### config.mk
export PLATFORM = sky130hd
export DESIGN_NAME = packed_array_list_engine
export DESIGN_NICKNAME = d
export VERILOG_FILES = /design/src/pal_pkg.sv /design/src/pal_dpath.sv /design/src/pal_ctrl.sv /design/src/packed_array_list_engine.sv
export SDC_FILE = /design/constraint.sdc
export NUM_CORES = 1
export LEC_CHECK = 0
export ABC_AREA = 0
export BUFFER_PORTS_ARGS = -buffer_cell sky130_fd_sc_hd__buf_2
export CAP_MARGIN = 5
export CORE_ASPECT_RATIO = 0.7
export CORE_MARGIN = 2
export CORE_UTILIZATION = 67
export CTS_CLUSTER_DIAMETER = 150
export DETAILED_ROUTE_END_ITERATION = 10
export MAX_ROUTING_LAYER = met4
export PLACE_DENSITY = 0.84
export SLEW_MARGIN = 10
export SYNTH_ARGS = -nofsm -noshare
export SYNTH_HDL_FRONTEND = slang
export SYNTH_SLANG_ARGS = --single-unit
### constraint.sdc
create_clock -name clk -period 4.8 [get_ports clk]
set_input_delay 0.48 -clock clk [delete_from_list [all_inputs] [get_ports clk]]
set_output_delay 0.48 -clock clk [all_outputs]
set_load 0.03 [all_outputs]
### src/pal_pkg.sv
`timescale 1ns / 1ps

package pal_pkg;

  // Operation codes
  localparam logic [2:0] OP_CLEAR    = 3'd0;
  localparam logic [2:0] OP_INS_AT   = 3'd1;
  localparam logic [2:0] OP_INS_LAST = 3'd2;
  localparam logic [2:0] OP_DEL_AT   = 3'd3;
  localparam logic [2:0] OP_DEL_LAST = 3'd4;
  localparam logic [2:0] OP_GET_SET  = 3'd5;
  localparam logic [2:0] OP_SEARCH   = 3'd6;

  // Status codes
  localparam logic [1:0] ST_OK    = 2'd0;
  localparam logic [1:0] ST_FULL  = 2'd1;
  localparam logic [1:0] ST_EMPTY = 2'd2;
  localparam logic [1:0] ST_RANGE = 2'd3;

  // Controller to datapath commands
  typedef struct packed {
    logic start;        // capture request value, clear working result
    logic mem_wr;       // write the entry store
    logic wr_use_value; // write data is the request value, else the read data
    logic mem_rd;       // read the entry store into the read register
    logic load_read;    // take the read register as the get result
    logic cmp;          // compare the read register against the request value
    logic publish;      // move working result into the output registers
  } pal_cmd_t;

endpackage

### src/pal_dpath.sv
`timescale 1ns / 1ps

module pal_dpath #(
  parameter int DEPTH      = 32,
  parameter int ELEM_WIDTH = 16
) (
  input  logic                     clk,
  input  pal_pkg::pal_cmd_t        cmd,
  input  logic [$clog2(DEPTH)-1:0] wr_addr,
  input  logic [$clog2(DEPTH)-1:0] rd_addr,
  input  logic [ELEM_WIDTH-1:0]    in_value,
  output logic [ELEM_WIDTH-1:0]    out_read_value,
  output logic                     out_found
);

  logic [ELEM_WIDTH-1:0] mem [DEPTH];
  logic [ELEM_WIDTH-1:0] rd_data_r;
  logic [ELEM_WIDTH-1:0] val_r;
  logic [ELEM_WIDTH-1:0] rv_work_r;
  logic                  found_work_r;
  logic [ELEM_WIDTH-1:0] out_rv_r;
  logic                  out_found_r;
  logic                  match;

  assign match = (rd_data_r == val_r);

  // Entry store: one write port, one registered read port
  always_ff @(posedge clk) begin
    if (cmd.mem_wr) begin
      mem[wr_addr] <= cmd.wr_use_value ? val_r : rd_data_r;
    end
    if (cmd.mem_rd) begin
      rd_data_r <= mem[rd_addr];
    end
  end

  // Working result for the request in flight
  always_ff @(posedge clk) begin
    if (cmd.start) begin
      val_r        <= in_value;
      rv_work_r    <= '0;
      found_work_r <= 1'b0;
    end else begin
      if (cmd.load_read) begin
        rv_work_r <= rd_data_r;
      end
      if (cmd.cmp && match) begin
        found_work_r <= 1'b1;
      end
    end
  end

  // Output beat payload, held until the next result is published
  always_ff @(posedge clk) begin
    if (cmd.publish) begin
      out_rv_r    <= rv_work_r;
      out_found_r <= found_work_r;
    end
  end

  assign out_read_value = out_rv_r;
  assign out_found      = out_found_r;

endmodule

### src/pal_ctrl.sv
`timescale 1ns / 1ps

module pal_ctrl #(
  parameter int DEPTH = 32
) (
  input  logic                       clk,
  input  logic                       rst_n,
  input  logic                       in_valid,
  output logic                       in_ready,
  input  logic [2:0]                 in_op,
  input  logic                       in_write_enable,
  input  logic [$clog2(DEPTH)-1:0]   in_index,
  output logic                       out_valid,
  input  logic                       out_ready,
  output logic [$clog2(DEPTH+1)-1:0] out_length,
  output logic [1:0]                 out_status,
  output pal_pkg::pal_cmd_t          cmd,
  output logic [$clog2(DEPTH)-1:0]   wr_addr,
  output logic [$clog2(DEPTH)-1:0]   rd_addr
);

  localparam int IDX_W = $clog2(DEPTH);
  localparam int CNT_W = $clog2(DEPTH + 1);
  localparam logic [CNT_W-1:0] CNT_FULL = CNT_W'(DEPTH);
  localparam logic [CNT_W-1:0] CNT_ONE  = CNT_W'(1);

  localparam logic [3:0] S_IDLE   = 4'd0;
  localparam logic [3:0] S_SH_RD  = 4'd1;
  localparam logic [3:0] S_SH_WR  = 4'd2;
  localparam logic [3:0] S_PUT    = 4'd3;
  localparam logic [3:0] S_GET_RD = 4'd4;
  localparam logic [3:0] S_GET_LD = 4'd5;
  localparam logic [3:0] S_SR_RD  = 4'd6;
  localparam logic [3:0] S_SR_CMP = 4'd7;
  localparam logic [3:0] S_DONE   = 4'd8;

  logic [3:0]       state_r, state_nxt;
  logic [CNT_W-1:0] count_r, count_nxt;
  logic [CNT_W-1:0] pos_r, pos_nxt;
  logic [IDX_W-1:0] idx_r, idx_nxt;
  logic             up_r, up_nxt;
  logic             grow_r, grow_nxt;
  logic [1:0]       st_r, st_nxt;
  logic             out_valid_r, out_valid_nxt;
  logic [CNT_W-1:0] out_length_r, out_length_nxt;
  logic [1:0]       out_status_r, out_status_nxt;

  logic [CNT_W-1:0] in_idx_ext;
  logic [CNT_W-1:0] idx_ext;
  logic [CNT_W-1:0] pos_m1;
  logic [CNT_W-1:0] pos_p1;
  logic [CNT_W-1:0] count_m1;

  assign in_idx_ext = CNT_W'(in_index);
  assign idx_ext    = CNT_W'(idx_r);
  assign pos_m1     = pos_r - CNT_ONE;
  assign pos_p1     = pos_r + CNT_ONE;
  assign count_m1   = count_r - CNT_ONE;

  assign in_ready = (state_r == S_IDLE);

  // Sequence one request through the entry store
  always_comb begin
    state_nxt      = state_r;
    count_nxt      = count_r;
    pos_nxt        = pos_r;
    idx_nxt        = idx_r;
    up_nxt         = up_r;
    grow_nxt       = grow_r;
    st_nxt         = st_r;
    out_length_nxt = out_length_r;
    out_status_nxt = out_status_r;
    out_valid_nxt  = out_valid_r;
    cmd            = '0;
    wr_addr        = pos_r[IDX_W-1:0];
    rd_addr        = pos_r[IDX_W-1:0];

    // drop the output beat once taken
    if (out_valid_r && out_ready) begin
      out_valid_nxt = 1'b0;
    end

    unique case (state_r)
      S_IDLE: begin
        if (in_valid) begin
          cmd.start = 1'b1;
          idx_nxt   = in_index;
          st_nxt    = pal_pkg::ST_OK;
          grow_nxt  = 1'b0;
          state_nxt = S_DONE;
          unique case (in_op)
            pal_pkg::OP_CLEAR: begin
              count_nxt = '0;
            end
            pal_pkg::OP_INS_AT: begin
              if (count_r == CNT_FULL) begin
                st_nxt = pal_pkg::ST_FULL;
              end else if (in_idx_ext > count_r) begin
                st_nxt = pal_pkg::ST_RANGE;
              end else begin
                grow_nxt = 1'b1;
                up_nxt   = 1'b1;
                pos_nxt  = count_r;
                state_nxt = (count_r > in_idx_ext) ? S_SH_RD : S_PUT;
              end
            end
            pal_pkg::OP_INS_LAST: begin
              if (count_r == CNT_FULL) begin
                st_nxt = pal_pkg::ST_FULL;
              end else begin
                grow_nxt  = 1'b1;
                idx_nxt   = count_r[IDX_W-1:0];
                state_nxt = S_PUT;
              end
            end
            pal_pkg::OP_DEL_AT: begin
              if (count_r == '0) begin
                st_nxt = pal_pkg::ST_EMPTY;
              end else if (in_idx_ext >= count_r) begin
                st_nxt = pal_pkg::ST_RANGE;
              end else begin
                up_nxt  = 1'b0;
                pos_nxt = in_idx_ext;
                if (in_idx_ext < count_m1) begin
                  state_nxt = S_SH_RD;
                end else begin
                  count_nxt = count_m1;
                end
              end
            end
            pal_pkg::OP_DEL_LAST: begin
              if (count_r == '0) begin
                st_nxt = pal_pkg::ST_EMPTY;
              end else begin
                count_nxt = count_m1;
              end
            end
            pal_pkg::OP_GET_SET: begin
              if (count_r == '0) begin
                st_nxt = pal_pkg::ST_EMPTY;
              end else if (in_idx_ext >= count_r) begin
                st_nxt = pal_pkg::ST_RANGE;
              end else begin
                state_nxt = in_write_enable ? S_PUT : S_GET_RD;
              end
            end
            pal_pkg::OP_SEARCH: begin
              pos_nxt = '0;
              if (count_r != '0) begin
                state_nxt = S_SR_RD;
              end
            end
            default: begin
              state_nxt = S_DONE;
            end
          endcase
        end
      end

      // fetch the neighbor that moves into the current cell
      S_SH_RD: begin
        cmd.mem_rd = 1'b1;
        rd_addr    = up_r ? pos_m1[IDX_W-1:0] : pos_p1[IDX_W-1:0];
        state_nxt  = S_SH_WR;
      end

      // store it and advance along the row
      S_SH_WR: begin
        cmd.mem_wr = 1'b1;
        wr_addr    = pos_r[IDX_W-1:0];
        if (up_r) begin
          pos_nxt   = pos_m1;
          state_nxt = (pos_m1 > idx_ext) ? S_SH_RD : S_PUT;
        end else begin
          pos_nxt = pos_p1;
          if (pos_p1 < count_m1) begin
            state_nxt = S_SH_RD;
          end else begin
            count_nxt = count_m1;
            state_nxt = S_DONE;
          end
        end
      end

      S_PUT: begin
        cmd.mem_wr       = 1'b1;
        cmd.wr_use_value = 1'b1;
        wr_addr          = idx_r;
        if (grow_r) begin
          count_nxt = count_r + CNT_ONE;
        end
        state_nxt = S_DONE;
      end

      S_GET_RD: begin
        cmd.mem_rd = 1'b1;
        rd_addr    = idx_r;
        state_nxt  = S_GET_LD;
      end

      S_GET_LD: begin
        cmd.load_read = 1'b1;
        state_nxt     = S_DONE;
      end

      S_SR_RD: begin
        cmd.mem_rd = 1'b1;
        rd_addr    = pos_r[IDX_W-1:0];
        state_nxt  = S_SR_CMP;
      end

      S_SR_CMP: begin
        cmd.cmp   = 1'b1;
        pos_nxt   = pos_p1;
        state_nxt = (pos_p1 < count_r) ? S_SR_RD : S_DONE;
      end

      // publish once the output register is free
      S_DONE: begin
        if (!out_valid_r || out_ready) begin
          cmd.publish    = 1'b1;
          out_valid_nxt  = 1'b1;
          out_length_nxt = count_r;
          out_status_nxt = st_r;
          state_nxt      = S_IDLE;
        end
      end

      default: begin
        state_nxt = S_IDLE;
      end
    endcase
  end

  always_ff @(posedge clk) begin
    if (!rst_n) begin
      state_r     <= S_IDLE;
      count_r     <= '0;
      out_valid_r <= 1'b0;
    end else begin
      state_r     <= state_nxt;
      count_r     <= count_nxt;
      out_valid_r <= out_valid_nxt;
    end
  end

  // Request context and output beat fields
  always_ff @(posedge clk) begin
    pos_r        <= pos_nxt;
    idx_r        <= idx_nxt;
    up_r         <= up_nxt;
    grow_r       <= grow_nxt;
    st_r         <= st_nxt;
    out_length_r <= out_length_nxt;
    out_status_r <= out_status_nxt;
  end

  assign out_valid  = out_valid_r;
  assign out_length = out_length_r;
  assign out_status = out_status_r;

endmodule

### src/packed_array_list_engine.sv
`timescale 1ns / 1ps

// Packed ordered list of up to DEPTH entries of ELEM_WIDTH bits, kept in a
// single-port-write, single-port-read memory from entry 0 upward, with an
// element count. One request is worked at a time; a new request is taken
// while the previous result still waits on the output register. The one
// memory read port sets the pace: every entry moved or scanned takes a read
// step, then a write or compare step. Get reads the entry, then loads it;
// insert_at moves each entry from the index upward up by one, then writes
// the value; delete_at moves each entry above the index down by one; search
// compares every entry. Refused requests (full, empty, bad index) leave the
// list unchanged. No clearing pass runs after reset: only entries below the
// count are ever read.
module packed_array_list_engine #(
  parameter int DEPTH      = 32,
  parameter int ELEM_WIDTH = 16
) (
  input  logic                       clk,
  input  logic                       rst_n,
  input  logic                       in_valid,
  output logic                       in_ready,
  input  logic [2:0]                 in_op,
  input  logic                       in_write_enable,
  input  logic [$clog2(DEPTH)-1:0]   in_index,
  input  logic [ELEM_WIDTH-1:0]      in_value,
  output logic                       out_valid,
  input  logic                       out_ready,
  output logic [ELEM_WIDTH-1:0]      out_read_value,
  output logic                       out_found,
  output logic [$clog2(DEPTH+1)-1:0] out_length,
  output logic [1:0]                 out_status
);

  pal_pkg::pal_cmd_t          cmd;
  logic [$clog2(DEPTH)-1:0]   wr_addr;
  logic [$clog2(DEPTH)-1:0]   rd_addr;

  pal_ctrl #(
    .DEPTH(DEPTH)
  ) u_ctrl (
    .clk            (clk),
    .rst_n          (rst_n),
    .in_valid       (in_valid),
    .in_ready       (in_ready),
    .in_op          (in_op),
    .in_write_enable(in_write_enable),
    .in_index       (in_index),
    .out_valid      (out_valid),
    .out_ready      (out_ready),
    .out_length     (out_length),
    .out_status     (out_status),
    .cmd            (cmd),
    .wr_addr        (wr_addr),
    .rd_addr        (rd_addr)
  );

  pal_dpath #(
    .DEPTH     (DEPTH),
    .ELEM_WIDTH(ELEM_WIDTH)
  ) u_dpath (
    .clk           (clk),
    .cmd           (cmd),
    .wr_addr       (wr_addr),
    .rd_addr       (rd_addr),
    .in_value      (in_value),
    .out_read_value(out_read_value),
    .out_found     (out_found)
  );

endmodule

-- Word-level counts from Yosys, hierarchy flattened
Memories as Yosys holds them, arrays and structs flattened. A register that Yosys moved wholly into a read port is not among the register bits.
Cells that the tools add are included.
Widths: inputs -> output; s select.
- flip-flop bits (word level): 84
- bits in writable memories: 512
- bits of input ports: 29
- word-level logic and storage cells: 154
- memories: 1
- add/sub/neg operators: 4
- order comparisons: 7
- equality and inequality tests: 33
- muxes and demuxes: 73
- reductions and logical operators: 21
- memory list (name ; depth ; width ; read ports ; clocked after memory_dff ; write ports ; line ; RTL):
    u_dpath.mem ; 32 ; 16 ; 1 ; 1 ; 1 ; pal_dpath.sv:16 ; logic [ELEM_WIDTH-1:0] mem [DEPTH];
- operator list (kind ; number):
    $mux 6 ; 14
    $pmux 6 s3 ; 4
    $mux 4 ; 14
    $pmux 4 s8 ; 1
    $mux 1 ; 22
    $mux 5 ; 4
    $pmux 4 s5 ; 1
    $ne 3x3->1 const B ; 6
    $eq 16x16->1 ; 1
    $eq 4x3->1 const B ; 4
    $mux 16 ; 1
    $mux 2 ; 7
    $ne 2x2->1 const B ; 7
    $reduce_and 7->1 ; 2
    $add 6x1->6 const B ; 2
    $gt 6x5->1 ; 2
    $lt 6x6->1 ; 2
    $sub 6x1->6 const B ; 2
    $pmux 5 s2 ; 1
    $reduce_and 10->1 ; 1
    $eq 3x3->1 const B ; 3
    $eq 4x2->1 const B ; 2
    $ne 4x1->1 const B ; 2
    $pmux 2 s4 ; 1
    23 further kinds ; 32

-- Logic depth before layout (Yosys ltp)
Gate-level depths: netlist of the first run.
- word-level depth: 8
- depth in mapped cells: 15

-- By module
From an unflattened synthesis of the first run, not the netlist that was laid out.
- cell total of the unflattened synthesis: 1646
- area, all modules: 25818.5 µm²
- by module, submodules not included (module ; times used ; cells an instance ; area each (µm²) ; sequential area each (µm²)):
    pal_dpath ; 1 ; 1271 ; 22635.5 ; 17186.5
    pal_ctrl ; 1 ; 375 ; 3183.1 ; 910.9

-- Worst setup path before layout of the first run
Ideal clock, no wire load.
- path kind: register to register
- from: register u_ctrl.count_r[0]
- to: register u_ctrl.count_r[5]
- library setup time: 0.092 ns
- arrival: 3.008 ns
- data required time: 4.708 ns
- setup slack: 1.700 ns
- cell stages (with the launch flop): 15
- buffers on the path: 3
- period minus slack after synthesis: 3.100 ns
- cells stage by stage: dfxtp_1 > buf_2 > inv_1 > ha_1 > or3b_2 > clkbuf_1 > xnor2_1 > ha_1 > a21boi_0 > a2111oi_0 > o21ai_0 > nand4b_1 > buf_2 > a21oi_1 > o32ai_1
- word-level cells in the longest chain between the ends: 7
- elaborated cells on any way between the ends: 22
- ends and longest elaborated chain (element ; line ; RTL):
    start, declared ; pal_ctrl.sv:38 ; logic [CNT_W-1:0] count_r, count_nxt;
    start signal, assigned ; pal_ctrl.sv:242 ; count_r <= count_nxt;
    parallel branches: the longest is 7 deep, another holds $sub 6x1->6 ; n/a ;
Several ways; the timed one is not identified. The select of a mux whose other input is x is not followed.
A chain may end at the register's enable or synchronous reset.

-- Final worst setup path of the first run
- from: register u_ctrl.state_r[0]
- to: register u_dpath.rd_data_r[15] (read register of u_dpath.mem) (data pin)
- word-level cells in the longest chain between the ends: 3
- elaborated cells on any way between the ends: 6
- ends and longest elaborated chain (element ; line ; RTL):
    start, declared ; pal_ctrl.sv:37 ; logic [3:0] state_r, state_nxt;
    start signal, assigned ; pal_ctrl.sv:241 ; state_r <= state_nxt;
    $eq 4x1->1 or $eq 4x3->1 (tied branches) ; pal_ctrl.sv:83 ; unique case (state_r)
    $reduce_or 3->1 (no line) ; n/a ;
    $mux 1 ; pal_ctrl.sv:83 ;
    end, declared ; pal_dpath.sv:17 ; logic [ELEM_WIDTH-1:0] rd_data_r;
Parallel ways exist; a longest one is shown, timed or not.

==> impl_metrics.json, run 1 <==
{
  "areaGrowthSynthToFinish_pct": 10.37,
  "final_common_cell": "edfxtp_1",
  "antenna_left": 0,
  "cts_hold_buf": 0,
  "r2r_slack_ns": 0.69,
  "post-cts-setup-buffer-count": 0,
  "holdWs_ns": 0.05325,
  "r2r_end": "u_dpath.rd_data_r[15]",
  "synth_compound_area_share_pct": 9.270,
  "fmax_ghz": 0.2431,
  "core_region_area_mm2": 0.03844,
  "clk_latency_ns": 0.61,
  "gr-usage-met2_pct": 45.80,
  "grt_util_met1_pct": 48.66,
  "place_area_mm2": 0.02709,
  "die_y_um": 169.2,
  "cts_tree": "yes",
  "antenna_found_initial": 1,
  "cts_root_buffer": "clkbuf_16",
  "crit_fanout": 38,
  "max-cap-violations": 0,
  "syn-instance-count": 1779,
  "multi_input_area_mm2": 0.007410,
  "firstDrtPassIters": 5,
  "synthXorXnorAreaFrac_pct": 1.073,
  "ys.flop_type": "edfxtp_1",
  "skew_ns": 0.02062,
  "min_path_cells": 1,
  "worst_pin_slew_ns": 1.140,
  "grt_pass1_vias": 15270,
  "drv_slew": 0,
  "fin_crit_sh_pct": 85.71,
  "grtUsageTotal_pct": 33.08,
  "cp.required_ns": 5.12,
  "cts.clk_slew.worst_paths_ns": 0.06,
  "switching_power_mw": 2.801,
  "synth.distinct_cells": 75,
  "intPower_mw": 8.743,
  "hp-class": "in2reg",
  "ys_warn_count": 0,
  "setup_viol": 0,
  "vias": 16020,
  "drt-initial-drc-count": 2042,
  "drive_gt1_share_pct": 14.04,
  "tns_ns": 0,
  "critPathArrivalTime_ns": 4.43,
  "layout.nets": 1907,
  "path_class": "reg2reg",
  "grt_first_pass_wirelength_mm": 94.67,
  "avgViaCountPerCell": 6.610,
  "synth-seq-cells": 612,
  "switching_share_pct": 24.27,
  "die_w_um": 240.0,
  "grt_remaining_overflow": 0,
  "io_buffers": 55,
  "outcome": "finished clean",
  "fin_ws_ns": 0.6859,
  "synth_mux_area_share_pct": 9.510,
  "finalCriticalPeriod_ns": 4.114,
  "hold_viol_final": 0,
  "cts_resized": 0,
  "powerDensity_mw_per_mm2": 400.5,
  "p_leak_nw": 9.879,
  "hp-start": "in_value[11]",
  "synth-edff-count": 584,
  "numClockSinks": 612,
  "busiest_layer": "met1",
  "slew_headroom_pct": 23.83,
  "place_ws_ns": 0.8200,
  "synthAdderAreaFrac_pct": 1.332,
  "dieArea_mm2": 0.04060,
  "htree_num_levels": 2,
  "clockPowerShare_pct": 37.0,
  "fillers": 2364,
  "initial_core_util_pct": 67.95,
  "grt_max_degree": 138,
  "wl_per_cell_um": 26.53,
  "cp-end-kind": "flip-flop",
  "hpwl_mm": 41.43,
  "gp_congestion": 0.9630,
  "use_met3_pct": 9.466,
  "fp-row-count": 60,
  "synth.net_count": 1835,
  "power_frac_comb_pct": 11.2,
  "final_util_pct": 74.99,
  "ir_drop_mv": 0.3447,
  "ff2ff_path_depth": 9,
  "synth.avg_cell_area_um2": 14.68,
  "worstSetupStartpointType": "flip-flop",
  "netlist_area_mm2": 0.02612,
  "pin_count": 56,
  "clockBufferDepth": 3,
  "regArea_mm2": 0.01810,
  "synth_top_family_by_area": "multiplexers",
  "worstReg2RegStart": "u_ctrl.state_r[0]",
  "p_seq_share_pct": 51.8,
  "rsz0062_at_grt": "false",
  "routed_wl_mm": 64.30,
  "drc": 0,
  "synthArstFlopShare_pct": 0,
  "seq_area_frac_synth_pct": 69.30,
  "hold-path-endpoint": "u_dpath.val_r[11]",
  "final_cell_mix": "edfxtp_1, mux2i_1, nand2_1",
  "fin_area_mm2": 0.02883,
  "cts_buffers": 54,
  "synth-simple-area-share_pct": 7.076
}
[how the worst max path moves through the flow]
stage	start	end
after detailed placement	u_ctrl.pos_r[0]	u_dpath.rd_data_r[15]
after global placement	u_ctrl.state_r[0]	u_dpath.rd_data_r[6]
after CTS	u_ctrl.pos_r[0]	u_dpath.rd_data_r[15]
after floorplan	u_ctrl.count_r[0]	u_ctrl.count_r[5]
final	u_ctrl.state_r[0]	u_dpath.rd_data_r[15]
after global routing	u_ctrl.state_r[0]	u_dpath.rd_data_r[15]
[Yosys cell counts (all sizes together) (4+ instances only)]
library cell,instances,area share (%)
or3,8,0.21
nor2,68,0.99
xnor2,25,0.84
nand2,156,2.2
a31oi,4,0.096
nor4,5,0.12
a22oi,12,0.34
nor2b,12,0.29
dfxtp,28,2.1
mux4,4,0.34
o31ai,7,0.20
o21ai,85,1.6
ha,27,1.3
nand4,6,0.14
nand3b,4,0.11
edfxtp,584,67
nand3,19,0.36
mux2,49,2.1
o22ai,14,0.34
xor2,7,0.23
a221oi,11,0.37
a32o,7,0.27
a22o,4,0.13
clkbuf,36,0.52
a21oi,54,1.1
o211a,4,0.15
and3,5,0.12
inv,24,0.34
o32ai,6,0.20
o211ai,107,3.1
nand2b,68,1.6
nor3,17,0.33
a211oi,9,0.26
o221ai,6,0.20
buf,69,1.6
mux2i,184,7.1
[per-layer routing]
layer	routed length, um	up-vias
met5	0	-
met2	28270	874
met1	26640	8004
met3	7922	122
met4	1467	0
li1	-	7023
[final cells by class]
type	count	share of cell area, %
sequential	612	62.78
multi-input combinational	1038	25.71
clock buffer	71	5.087
timing repair buffer	121	2.891
tap	527	2.288
clock inverter	29	0.9159
inverter	24	0.3125
antenna	2	0.01736
[registers in the layout, summed over array words and instances, names as in the netlist, 4 cells and up]
name and count:
u_dpath.rv_work_r 16, u_ctrl.state_r 4, u_dpath.mem 512, u_ctrl.pos_r 6, u_dpath.val_r 16, u_ctrl.idx_r 5
u_dpath.out_read_value 16, u_dpath.rd_data_r 16, u_ctrl.count_r 6, u_ctrl.out_length 6
[worst max-delay path, cell delays in order, from the launching register on]
cell,delay (ns)
dfxtp_1,0.84
nor4b_2,0.53
a22o_1,0.24
a21o_2,0.82
buf_4,0.44
mux2_2,0.37
o22ai_1,0.19
nor3_1,0.12
a21oi_1,0.14
nand3_1,0.10
[metrics by stage]
stage	cells	power, mW
3_3_place_gp	2322	7.317
5_1_grt	2423	11.87
2_1_floorplan	1779	6.980
6_report	2424	11.54
3_5_place_dp	2322	7.347
4_1_cts	2422	11.55
[power by group through the flow]
stage	Sequential, mW	Clock, mW	Combinational (mW)
floorplan	6.09	0	0.893
global placement	6.09	0	1.23
detailed placement	6.09	0	1.26
CTS	5.98	4.30	1.27
global route	5.98	4.50	1.38
finish	5.98	4.27	1.29
[kinds of logic after synthesis]
group                    Yosys count
AO/OA/AOI/OAI                    357
XOR/XNOR                          32
adder cells (fa/ha/maj)           28
buffers and inverters            129
flip-flops                       612
multiplexers                     237
AND/OR/NAND/NOR                  384
No activity file was read; power rests on OpenSTA's default activity.
==> run 2, diff against run 1 <==
- CORE_MARGIN: 2 -> 3
- CORE_UTILIZATION: 67 -> 63
- PLACE_DENSITY: 0.84 -> 0.8
- TNS_END_PERCENT: not set -> 20
- clock period: 4.8 -> 4.29 ns (I/O delays scaled with it)
==> run 2 against run 1 <==
Against the previous run: register-to-register slack worse by 0.27 ns; utilization is 2.9 points lower; sequential power increased by 12%; first-iteration DRC count rose by 9.5%; global-route usage down 2.4 points; largest power group unchanged; hold slack got worse by 0.022 ns; worst setup slack worse by 0.27 ns; wire length rose by 1.5%; sequential cell count unchanged; maximum frequency rose by 6.3%; critical path type unchanged; highest routed layer unchanged.
==> impl_metrics.json, run 2 (same netlist as run 1, synthesis figures left out) <==
{
  "outcome": "finished clean",
  "gp_congestion": 0.9506,
  "cp-end-kind": "flip-flop",
  "grt_remaining_overflow": 0,
  "clockPowerShare_pct": 36.5,
  "layout.nets": 1932,
  "powerDensity_mw_per_mm2": 442.9,
  "holdWs_ns": 0.03085,
  "slew_headroom_pct": 15.54,
  "worstReg2RegStart": "u_ctrl.pos_r[0]",
  "firstDrtPassIters": 6,
  "path_class": "reg2reg",
  "antenna_left": 0,
  "drt-initial-drc-count": 2237,
  "hold_viol_final": 0,
  "fp-row-count": 61,
  "ff2ff_path_depth": 10,
  "grt_pass1_vias": 15570,
  "pin_count": 56,
  "worstSetupStartpointType": "flip-flop",
  "fillers": 2535,
  "grt_first_pass_wirelength_mm": 97.15,
  "regArea_mm2": 0.01810,
  "hp-start": "in_value[6]",
  "rsz0062_at_grt": "false",
  "final_common_cell": "edfxtp_1",
  "dieArea_mm2": 0.04397,
  "hpwl_mm": 42.72,
  "die_w_um": 249.4,
  "intPower_mw": 9.714,
  "drv_slew": 0,
  "grtUsageTotal_pct": 30.67,
  "top_register": "u_dpath.mem",
  "drc": 0,
  "antenna_found_initial": 2,
  "largest_register_ffs": 512,
  "die_y_um": 176.3,
  "cp-startpoint": "u_ctrl.pos_r[0]",
  "cts_buffers": 54,
  "routed_wl_mm": 65.24,
  "cp_slowest_cell": "edfxtp_1",
  "cts_root_buffer": "clkbuf_16",
  "io_buffers": 55,
  "cp.required_ns": 4.59,
  "clk_latency_ns": 0.61,
  "r2r_end": "u_dpath.rd_data_r[4]",
  "r2r_slack_ns": 0.42,
  "p_seq_share_pct": 52.0,
  "core_region_area_mm2": 0.04030,
  "hp-class": "in2reg",
  "clockBufferDepth": 3,
  "cpPeakStageDelay_ns": 0.63,
  "numClockSinks": 612,
  "wl_per_cell_um": 26.55,
  "initial_core_util_pct": 64.81,
  "grt_max_degree": 75,
  "areaGrowthSynthToFinish_pct": 11.17,
  "fmax_ghz": 0.2583,
  "ir_drop_mv": 0.4376,
  "p_leak_nw": 9.992,
  "switching_power_mw": 3.146,
  "crit_end": "u_dpath.rd_data_r[4]",
  "critPathBufInv": 1,
  "multi_input_area_mm2": 0.007423,
  "path_cells": "inv_1, ha_1, xor2_1, a22o_1, a21o_2, mux4_2, mux2i_1, nor2_1, a311oi_1, nand3_1",
  "finalCriticalPeriod_ns": 3.872,
  "htree_num_levels": 2,
  "cp_top_family": "compound AO/OA/AOI/OAI gates",
  "skew_ns": 0.03386,
  "final_util_pct": 72.05,
  "final_cell_mix": "edfxtp_1, mux2i_1, nand2_1",
  "crit_fanout": 20,
  "cts_resized": 0,
  "fin_crit_sh_pct": 90.26,
  "drive_gt1_share_pct": 15.22,
  "power_frac_comb_pct": 11.5,
  "avgViaCountPerCell": 6.580,
  "worst_pin_slew_ns": 1.264,
  "cts.clk_slew.worst_paths_ns": 0.07,
  "fin_ws_ns": 0.4180,
  "switching_share_pct": 24.46,
  "tns_ns": 0,
  "setup_viol": 0,
  "worstSetupPathDepth": 10,
  "critPathArrivalTime_ns": 4.17,
  "max-cap-violations": 0,
  "vias": 16170,
  "cts_tree": "yes",
  "place_ws_ns": 0.4325
}
-- run 2: cell type report --
| type | count | share of cell area, % |
|---|---|---|
| inverters | 24 | 0.3103 |
| well taps | 535 | 2.306 |
| flip-flops and latches | 612 | 62.33 |
| clock buffers | 64 | 4.926 |
| clock inverters | 35 | 0.9395 |
| repair buffers | 146 | 3.594 |
| multi-input cells | 1038 | 25.57 |
| diodes | 3 | 0.02586 |
-- run 2: how the worst min path moves through the flow --
stage / endpoint / slack, ns / depth (start not counted)
final: u_dpath.val_r[6] / 0.03 / 1
after global routing: u_dpath.val_r[13] / 0.01 / 1
after CTS: u_dpath.val_r[2] / 0.01 / 1
after detailed placement: u_ctrl.out_status[1] / 0.41 / 0
after global placement: u_ctrl.out_status[1] / 0.40 / 0
after floorplan: u_ctrl.out_status[0] / 0.40 / 0
-- run 2: per-stage QoR --
| stage | std cells | power (mW) | instance area (um2) |
|---|---|---|---|
| 6_report | 2457 | 12.86 | 29030 |
| 5_1_grt | 2456 | 13.26 | 29030 |
| 4_1_cts | 2454 | 12.89 | 29030 |
| 3_5_place_dp | 2351 | 8.259 | 27280 |
| 3_3_place_gp | 2351 | 8.223 | 27280 |
| 2_1_floorplan | 1779 | 7.810 | 26120 |
-- run 2: routing by layer --
layer / routed length [um] / global-route usage [%]
met4: 1578 / 8.261
met1: 27320 / 44.51
met3: 7576 / 7.996
met5: 0 / -
met2: 28760 / 43.66
-- run 2: power by group through the flow --
stage	clock (mW)	combinational [mW]	sequential, mW
global placement	0	1.41	6.81
global route	4.98	1.59	6.69
CTS	4.75	1.46	6.68
finish	4.69	1.48	6.69
detailed placement	0	1.45	6.81
floorplan	0	0.999	6.81
-- run 2: repair_timing --
action                                 CTS  global route
hold buffers                             4             0
endpoints found under the hold margin    4             0
setup buffers                            0             0
